<file path="src/design/sbm_pkg.sv">
// ============================================================================
// Spectrum band mapper package
// Shared sizes, payload types, controller commands and the band edge table.
// ============================================================================
`default_nettype none

package sbm_pkg;

    localparam int NUM_BINS   = 256;
    localparam int NUM_BANDS  = 75;
    localparam int MAX_OUT    = 4;

    localparam int IN_W       = 24;
    localparam int MAG_W      = 32;
    localparam int GAIN_W     = 16;
    localparam int LEVEL_W    = 8;
    localparam int BANDNUM_W  = 7;
    localparam int FRAC_W     = 8;
    localparam int WGT_W      = FRAC_W + 1;

    localparam int ADDR_W     = $clog2(NUM_BINS);
    localparam int EDGE_W     = $clog2(NUM_BINS * 256 + 1);
    localparam int IDX_W      = EDGE_W - FRAC_W;
    localparam int BAND_W     = $clog2(NUM_BANDS + 1);
    localparam int EMIT_W     = $clog2(MAX_OUT + 1);

    localparam int SQ_W       = 2 * IN_W;
    localparam int RAD_W      = 64;
    localparam int SQRT_STEPS = RAD_W / 2;
    localparam int STEP_W     = $clog2(SQRT_STEPS);

    localparam int HERM_W     = 64;
    localparam int HQ_W       = HERM_W - 25;
    localparam int ACC_W      = MAG_W + WGT_W + IDX_W + 2;

    localparam logic [GAIN_W-1:0] GAIN_RESET = GAIN_W'(2048);

    // Q16 mantissa of 2^(r/12), r = 0..11, from the quadratic fit
    // 0.66023 f + 0.33977 f^2 with ties rounded up.
    localparam longint unsigned MANT_Q16 [0:11] = '{
        64'd65536,
        64'd65536 + (64'd65536 * 64'd826253 + 64'd7200000) / 64'd14400000,
        64'd65536 + (64'd65536 * 64'd1720460 + 64'd7200000) / 64'd14400000,
        64'd65536 + (64'd65536 * 64'd2682621 + 64'd7200000) / 64'd14400000,
        64'd65536 + (64'd65536 * 64'd3712736 + 64'd7200000) / 64'd14400000,
        64'd65536 + (64'd65536 * 64'd4810805 + 64'd7200000) / 64'd14400000,
        64'd65536 + (64'd65536 * 64'd5976828 + 64'd7200000) / 64'd14400000,
        64'd65536 + (64'd65536 * 64'd7210805 + 64'd7200000) / 64'd14400000,
        64'd65536 + (64'd65536 * 64'd8512736 + 64'd7200000) / 64'd14400000,
        64'd65536 + (64'd65536 * 64'd9882621 + 64'd7200000) / 64'd14400000,
        64'd65536 + (64'd65536 * 64'd11320460 + 64'd7200000) / 64'd14400000,
        64'd65536 + (64'd65536 * 64'd12826253 + 64'd7200000) / 64'd14400000
    };

    typedef struct packed {
        logic signed [IN_W-1:0] bin_first;
        logic signed [IN_W-1:0] bin_second;
    } in_t;

    typedef struct packed {
        logic [LEVEL_W-1:0]   band_level;
        logic [BANDNUM_W-1:0] band_number;
        logic                 last_band;
    } out_t;

    typedef struct packed {
        logic [IDX_W-1:0]  first;
        logic [IDX_W-1:0]  last_bin;
        logic [IDX_W-1:0]  need;
        logic [FRAC_W-1:0] frac;
        logic [WGT_W-1:0]  mult;
        logic [WGT_W-1:0]  last_w;
    } band_info_t;

    typedef struct packed {
        logic                 ld_in;
        logic                 sq_a;
        logic                 sq_b;
        logic                 sqrt_step;
        logic                 wr_en;
        logic [ADDR_W-1:0]    wr_addr;
        logic                 rd_en;
        logic [ADDR_W-1:0]    rd_addr;
        logic                 rd_zero;
        logic                 cap_y;
        logic [1:0]           y_sel;
        logic                 herm_coef;
        logic                 herm_step;
        logic [1:0]           herm_sel;
        logic                 herm_round;
        logic                 acc_init;
        logic                 acc_add;
        logic [WGT_W-1:0]     weight;
        logic [FRAC_W-1:0]    frac;
        logic                 out_load;
        logic [BANDNUM_W-1:0] band_number;
        logic                 last_band;
    } cmd_t;

    typedef struct packed {
        logic out_free;
    } status_t;

    typedef logic [EDGE_W-1:0] edge_tab_t [0:NUM_BANDS];

    // Q16 value of 2^(x/12): the octave count comes from repeated subtraction.
    function automatic longint unsigned sapow_q16(input int unsigned x);
        int unsigned r;
        int unsigned sh;
        r  = x;
        sh = 0;
        while (r >= 12) begin
            r  = r - 12;
            sh = sh + 1;
        end
        return MANT_Q16[r] << sh;
    endfunction

    // Unsigned quotient by restoring long division, used only at elaboration.
    function automatic longint unsigned udiv64(input longint unsigned n,
                                               input longint unsigned d);
        longint unsigned q;
        longint unsigned rem;
        q   = 0;
        rem = 0;
        for (int i = 63; i >= 0; i--) begin
            rem = {rem[62:0], n[i]};
            if (rem >= d) begin
                rem  = rem - d;
                q[i] = 1'b1;
            end
        end
        return q;
    endfunction

    function automatic edge_tab_t build_edges();
        edge_tab_t       tab;
        longint unsigned top;
        longint unsigned num;
        top = sapow_q16(NUM_BANDS);
        for (int x = 0; x <= NUM_BANDS; x++) begin
            num    = (sapow_q16(x) - 65536) * longint'(NUM_BINS - 1) * 256;
            tab[x] = EDGE_W'(256 + udiv64(num + (top >> 1), top));
        end
        return tab;
    endfunction

    localparam edge_tab_t EDGE_TAB = build_edges();

    // Bin range, readiness point and edge weights of one band.
    function automatic band_info_t band_info(input logic [BAND_W-1:0] b);
        band_info_t        bi;
        logic [EDGE_W-1:0] e0;
        logic [EDGE_W-1:0] e1;
        logic [IDX_W-1:0]  last_raw;
        logic [IDX_W-1:0]  need;
        e0       = EDGE_TAB[b];
        e1       = EDGE_TAB[BAND_W'(b + 1'b1)];
        bi.first = e0[EDGE_W-1:FRAC_W];
        last_raw = e1[EDGE_W-1:FRAC_W];
        bi.last_bin = (last_raw > IDX_W'(NUM_BINS - 1)) ? IDX_W'(NUM_BINS - 1) : last_raw;
        need = bi.first + IDX_W'(2);
        if (need < bi.last_bin) begin
            need = bi.last_bin;
        end
        if (need > IDX_W'(NUM_BINS - 1)) begin
            need = IDX_W'(NUM_BINS - 1);
        end
        bi.need   = need;
        bi.frac   = e0[FRAC_W-1:0];
        bi.mult   = (bi.first == bi.last_bin) ? WGT_W'(e1 - e0)
                                              : WGT_W'(EDGE_W'(256) - EDGE_W'(e0[FRAC_W-1:0]));
        bi.last_w = WGT_W'(e1 - {bi.last_bin, {FRAC_W{1'b0}}});
        return bi;
    endfunction

endpackage

`default_nettype wire

</file>
<file path="src/design/sbm_ctrl.sv">
// ============================================================================
// Spectrum band mapper controller
// Sequences magnitude computation, store writes and per-band accumulation.
// ============================================================================
`default_nettype none

module sbm_ctrl (
    input  wire logic            aclk,
    input  wire logic            aresetn,
    input  wire logic            s_valid,
    output logic                 s_ready,
    input  wire sbm_pkg::status_t status,
    output sbm_pkg::cmd_t        cmd
);
    import sbm_pkg::*;

    localparam logic [3:0] S_IDLE  = 4'd0;
    localparam logic [3:0] S_SQA   = 4'd1;
    localparam logic [3:0] S_SQB   = 4'd2;
    localparam logic [3:0] S_SQRT  = 4'd3;
    localparam logic [3:0] S_GAIN  = 4'd4;
    localparam logic [3:0] S_CHK   = 4'd5;
    localparam logic [3:0] S_HRD   = 4'd6;
    localparam logic [3:0] S_HCAP  = 4'd7;
    localparam logic [3:0] S_HCOEF = 4'd8;
    localparam logic [3:0] S_HORN  = 4'd9;
    localparam logic [3:0] S_HRND  = 4'd10;
    localparam logic [3:0] S_HMUL  = 4'd11;
    localparam logic [3:0] S_SRD   = 4'd12;
    localparam logic [3:0] S_SCAP  = 4'd13;
    localparam logic [3:0] S_EMIT  = 4'd14;

    logic [3:0]        state_reg,     state_next;
    logic [IDX_W-1:0]  bin_cnt_reg,   bin_cnt_next;
    logic [BAND_W-1:0] band_reg,      band_next;
    logic [EMIT_W-1:0] emit_cnt_reg,  emit_cnt_next;
    logic [STEP_W-1:0] step_reg,      step_next;
    logic [IDX_W-1:0]  k_reg,         k_next;
    band_info_t        info_reg,      info_next;
    band_info_t        cur_info;
    logic [IDX_W:0]    herm_addr;
    logic              is_last_band;

    assign cur_info     = band_info(band_reg);
    assign herm_addr    = {1'b0, info_reg.first} + (IDX_W + 1)'(step_reg[1:0])
                          - (IDX_W + 1)'(1);
    assign is_last_band = (band_reg == BAND_W'(NUM_BANDS - 1));
    assign s_ready      = (state_reg == S_IDLE);

    always_comb begin
        state_next    = state_reg;
        bin_cnt_next  = bin_cnt_reg;
        band_next     = band_reg;
        emit_cnt_next = emit_cnt_reg;
        step_next     = step_reg;
        k_next        = k_reg;
        info_next     = info_reg;
        cmd           = '0;
        cmd.frac      = info_reg.frac;
        cmd.weight    = info_reg.mult;
        cmd.herm_sel  = step_reg[1:0];
        cmd.y_sel     = step_reg[1:0];
        cmd.band_number = BANDNUM_W'(band_reg);
        cmd.last_band   = is_last_band;

        unique case (state_reg)
            S_IDLE: begin
                if (s_valid) begin
                    cmd.ld_in     = 1'b1;
                    emit_cnt_next = '0;
                    state_next    = (bin_cnt_reg < IDX_W'(NUM_BINS)) ? S_SQA : S_CHK;
                end
            end
            S_SQA: begin
                cmd.sq_a   = 1'b1;
                state_next = S_SQB;
            end
            S_SQB: begin
                cmd.sq_b   = 1'b1;
                step_next  = '0;
                state_next = S_SQRT;
            end
            S_SQRT: begin
                cmd.sqrt_step = 1'b1;
                step_next     = step_reg + 1'b1;
                if (step_reg == STEP_W'(SQRT_STEPS - 1)) begin
                    state_next = S_GAIN;
                end
            end
            S_GAIN: begin
                cmd.wr_en    = 1'b1;
                cmd.wr_addr  = bin_cnt_reg[ADDR_W-1:0];
                bin_cnt_next = bin_cnt_reg + 1'b1;
                state_next   = S_CHK;
            end
            S_CHK: begin
                if ((emit_cnt_reg < EMIT_W'(MAX_OUT)) && (cur_info.need < bin_cnt_reg)) begin
                    info_next  = cur_info;
                    step_next  = '0;
                    state_next = S_HRD;
                end else begin
                    state_next = S_IDLE;
                end
            end
            S_HRD: begin
                cmd.rd_en   = 1'b1;
                cmd.rd_addr = herm_addr[ADDR_W-1:0];
                cmd.rd_zero = (herm_addr >= (IDX_W + 1)'(NUM_BINS));
                state_next  = S_HCAP;
            end
            S_HCAP: begin
                cmd.cap_y = 1'b1;
                if (step_reg[1:0] == 2'd3) begin
                    state_next = S_HCOEF;
                end else begin
                    step_next  = step_reg + 1'b1;
                    state_next = S_HRD;
                end
            end
            S_HCOEF: begin
                cmd.herm_coef = 1'b1;
                step_next     = '0;
                state_next    = S_HORN;
            end
            S_HORN: begin
                cmd.herm_step = 1'b1;
                step_next     = step_reg + 1'b1;
                if (step_reg[1:0] == 2'd2) begin
                    state_next = S_HRND;
                end
            end
            S_HRND: begin
                cmd.herm_round = 1'b1;
                state_next     = S_HMUL;
            end
            S_HMUL: begin
                cmd.acc_init = 1'b1;
                k_next       = info_reg.first + 1'b1;
                state_next   = (info_reg.first == info_reg.last_bin) ? S_EMIT : S_SRD;
            end
            S_SRD: begin
                cmd.rd_en   = 1'b1;
                cmd.rd_addr = k_reg[ADDR_W-1:0];
                state_next  = S_SCAP;
            end
            S_SCAP: begin
                cmd.acc_add = 1'b1;
                if (k_reg == info_reg.last_bin) begin
                    cmd.weight = info_reg.last_w;
                    state_next = S_EMIT;
                end else begin
                    cmd.weight = WGT_W'(256);
                    k_next     = k_reg + 1'b1;
                    state_next = S_SRD;
                end
            end
            S_EMIT: begin
                if (status.out_free) begin
                    cmd.out_load  = 1'b1;
                    emit_cnt_next = emit_cnt_reg + 1'b1;
                    if (is_last_band) begin
                        band_next    = '0;
                        bin_cnt_next = '0;
                    end else begin
                        band_next = band_reg + 1'b1;
                    end
                    state_next = S_CHK;
                end
            end
            default: begin
                state_next = S_IDLE;
            end
        endcase
    end

    always_ff @(posedge aclk) begin
        if (!aresetn) begin
            state_reg    <= S_IDLE;
            bin_cnt_reg  <= '0;
            band_reg     <= '0;
            emit_cnt_reg <= '0;
            step_reg     <= '0;
        end else begin
            state_reg    <= state_next;
            bin_cnt_reg  <= bin_cnt_next;
            band_reg     <= band_next;
            emit_cnt_reg <= emit_cnt_next;
            step_reg     <= step_next;
        end
    end

    always_ff @(posedge aclk) begin
        k_reg    <= k_next;
        info_reg <= info_next;
    end

endmodule

`default_nettype wire

</file>
<file path="config.mk">
export PLATFORM = sky130hd
export DESIGN_NAME = sbm_ctrl
export DESIGN_NICKNAME = d
export VERILOG_FILES = /design/src/design/sbm_pkg.sv /design/src/design/sbm_ctrl.sv
export SDC_FILE = /design/constraint.sdc
export NUM_CORES = 1
export LEC_CHECK = 0
export ABC_CLOCK_PERIOD_IN_PS = 10000
export BUFFER_PORTS_ARGS = -buffer_cell sky130_fd_sc_hd__buf_2
export CORE_AREA = 5 5 131 133
export CTS_BUF_LIST = sky130_fd_sc_hd__clkbuf_8
export CTS_CLUSTER_SIZE = 20
export DETAILED_ROUTE_END_ITERATION = 7
export DIE_AREA = 0 0 136 138
export MAX_ROUTING_LAYER = met4
export PLACE_DENSITY_LB_ADDON = 0.12
export SYNTH_ARGS = -nofsm -noshare
export SYNTH_HDL_FRONTEND = slang
export SYNTH_SLANG_ARGS = --single-unit
export TNS_END_PERCENT = 5
</file>
<file path="constraint.sdc">
create_clock -name aclk -period 10 [get_ports aclk]
set_input_delay 1.5 -clock aclk [delete_from_list [all_inputs] [get_ports aclk]]
set_output_delay 1.5 -clock aclk [all_outputs]
set_load 0.02 [all_outputs]
</file>
==> metrics <==
largest net degree at the start of global routing=63; Post-Layout Cell Count=1,408; distinct cell type count after synthesis=99; gr usage total=0.307; Clock Skews=~0.016 ns; power density over the cells=65.4 mW/mm²; predominant post-synthesis flop cell=edfxtp_1; hold path depth=2; final HPWL from detailed placement=roughly 21,000 µm; placed cells=1,393; Yosys warning count=0; num rows=46; Largest register FFs=34; GPL Wtd Cong=1.02; share of cells above drive strength 1=0.122; R2R cell count=25; placed cell area=0.00948 mm²; worst r2r src=band_reg[0]; die width=136 µm; post_cts resized=0; Synth Area in Compound Gates=0.249; die area=0.0188 mm²; xor/xnor share of the synthesized area=0.0718; Final Max Tran Viols=0; Post-Synth Simple-Gate Area=0.223; worst slew pin tran=1.08 ns; antenna violations before repair=0; peak supply drop=49.6 µV; worst-skew pair later-pin latency=about 0.37 ns; fmax=117 MHz; Nets=about 1,300; # clock sinks=79; status=complete, no violations; clk slew on worst S/H paths=roughly 0.080 ns; Hold Crit Start=step_reg[4]; mux cell area share after synthesis=0.0492; RSZ-0062 raised after global routing=no; CTS tree=built; Critical Path Source=band_reg[0]; root buf cell=clkbuf_8; die height=138 µm; FF+latch count, synth=79; Core Box Area=0.0157 mm²; Antenna Nets Post-Route=0; CP Launch Type=flip-flop; Initial DRT Pass Iterations=7; number of setup buffers added after CTS=0; Req. time, crit path=9.99 ns; gr ovfl total=0; Layout area overhead=4.71%; ant diodes=0; Synth Instances=1,195; sequential fraction of the synthesis area=0.227; vias in the first global route=around 8,000; maximum root-to-sink buffer count=2; Core Util, Final=0.615; relative slew slack=0.276; R2R Path End=info_reg[13]; final setup TNS=0 ns; Final Hold Vio Count=0; adder-cell share of the synthesized area=0.0938; Crit Path Class=flip-flop to flip-flop; drt wl/cell=20.2 µm; htree depth=3; DRC viols=0; total CTS buffers=9; Hold/Removal Path Class=flip-flop to flip-flop; CP endpoint kind=flip-flop; I/O pins=64; syn_area_per_cell=between 7 and 8 µm²; final setup fails=0; R2R setup slack=1.48 ns; mapped cell area=0.00924 mm²; DR vias/cell=6.51; Endpoint, Worst Hold=step_reg[4]; Post-synth ARST share=0; crit-path max FO=42; MaxCap Viol Count=0; period utilization=0.852; Leak=3.85 nW; Initial Util=0.588; fin area=0.00967 mm²; Worst Path Arrival=8.51 ns; global-route wire length before repair=45,300 µm; via count=9,167; drt total wl=roughly 28,000 µm; DR iter-0 viols=1,234; I/O Buffers=63; fin crit period=approximately 8.5 ns; EDFF count, synth=51; main combinational cell family by area after synthesis=compound AO/OA/AOI/OAI gates; CTS Hold Buffers Added=0
through the flow:
| stage | hold slack [ns] | setup WS [ns] | total power, mW |
|---|---|---|---|
| 2_1_floorplan | 0.442 | 2.28 | 0.387 |
| 4_1_cts | 0.476 | 1.53 | 0.636 |
| 3_3_place_gp | 0.457 | 1.79 | 0.397 |
| 3_5_place_dp | 0.464 | 1.59 | 0.397 |
| 6_report | 0.473 | 1.48 | 0.632 |
| 5_1_grt | 0.503 | 0.782 | 0.659 |
how the worst max path moves through the flow:
stage / end / slack (ns) / cells past startpoint
2_1_floorplan: cmd[10] / 2.28 / 30
3_3_place_gp: cmd[12] / 1.79 / 25
3_5_place_dp: cmd[12] / 1.59 / 25
4_1_cts: info_reg[13] / 1.53 / 25
5_1_grt: info_reg[13] / 0.78 / 26
6_report: info_reg[13] / 1.48 / 25
power breakdown:
| part | switching, mW | internal [mW] |
|---|---|---|
| Combinational | 0.0250 | 0.0134 |
| Clock | 0.126 | 0.116 |
| Sequential | 0.00765 | 0.344 |
| Total | 0.159 | 0.473 |
worst max-delay path, stage by stage (launching register included):
cell       delay (ns)
dfxtp_1          0.44
buf_4            0.36
inv_1            0.25
ha_1             0.89
nand2_1          0.17
a311oi_1         0.30
nor3_1           0.10
o31ai_2          0.48
ha_1             0.40
nand2_1          0.10
xnor2_1          0.15
ha_1             0.22
or3_1            0.40
or2_2            0.30
or2_1            0.25
and4_1           0.22
nor3_4           0.36
mux2i_1          0.24
nand2_1          0.08
ha_1             0.29
a21o_1           0.16
a21o_1           0.17
a21oi_1          0.13
nor2_1           0.04
a2111oi_0        0.61
o311a_2          0.96
cell type report:
| type | instances | area, µm² |
|---|---|---|
| multi-input combinational | 945 | 6360 |
| tap | 216 | 270 |
| clock buffer | 9 | 124 |
| timing repair buffer | 85 | 493 |
| sequential | 79 | 2090 |
| clock inverter | 6 | 68.8 |
| inverter | 68 | 255 |
| fill | 1496 | 6040 |
synth_stat cells, types with 16 or more instances:
library cell	count	area, µm²
xnor2_1	44	385
a21o_1	16	120
clkbuf_1	40	150
edfxtp_1	51	1530
o21ai_0	85	425
xor2_1	23	201
nor2_1	100	375
a21oi_1	71	355
nor3_1	34	170
buf_4	19	143
mux2i_1	33	330
dfxtp_1	28	561
nand2_1	147	552
ha_1	66	826
inv_1	63	236
nand2b_1	19	119
nand3_1	36	180
buf_2	28	140
o211ai_1	17	128
cells in the final DEF (no fill, tap or decap), drive strengths merged, types with 16 or more instances in the layout:
master,n
a211oi,16
a21o,16
a21oi,71
a31oi,17
buf,85
dfxtp,28
edfxtp,51
ha,66
inv,68
mux2i,33
nand2,148
nand2b,19
nand3,37
nor2,101
nor3,36
o211ai,17
o21ai,92
xnor2,48
xor2,23
logic make-up after synthesis:
family / count (synthesis)
flip-flops: 79
XOR/XNOR: 71
other: 1
AO/OA/AOI/OAI: 339
buffers and inverters: 172
adder cells (fa/ha/maj): 68
AND/OR/NAND/NOR: 426
multiplexers: 39
metal layers:
layer	wire [µm]	track usage	vias up
li1	-	-	4306
met3	2420	0.0385	90
met4	1360	0.134	0
met1	11600	0.408	4245
met5	0	-	-
met2	13000	0.468	526
Note: power is estimated with default switching activity, not from simulation.
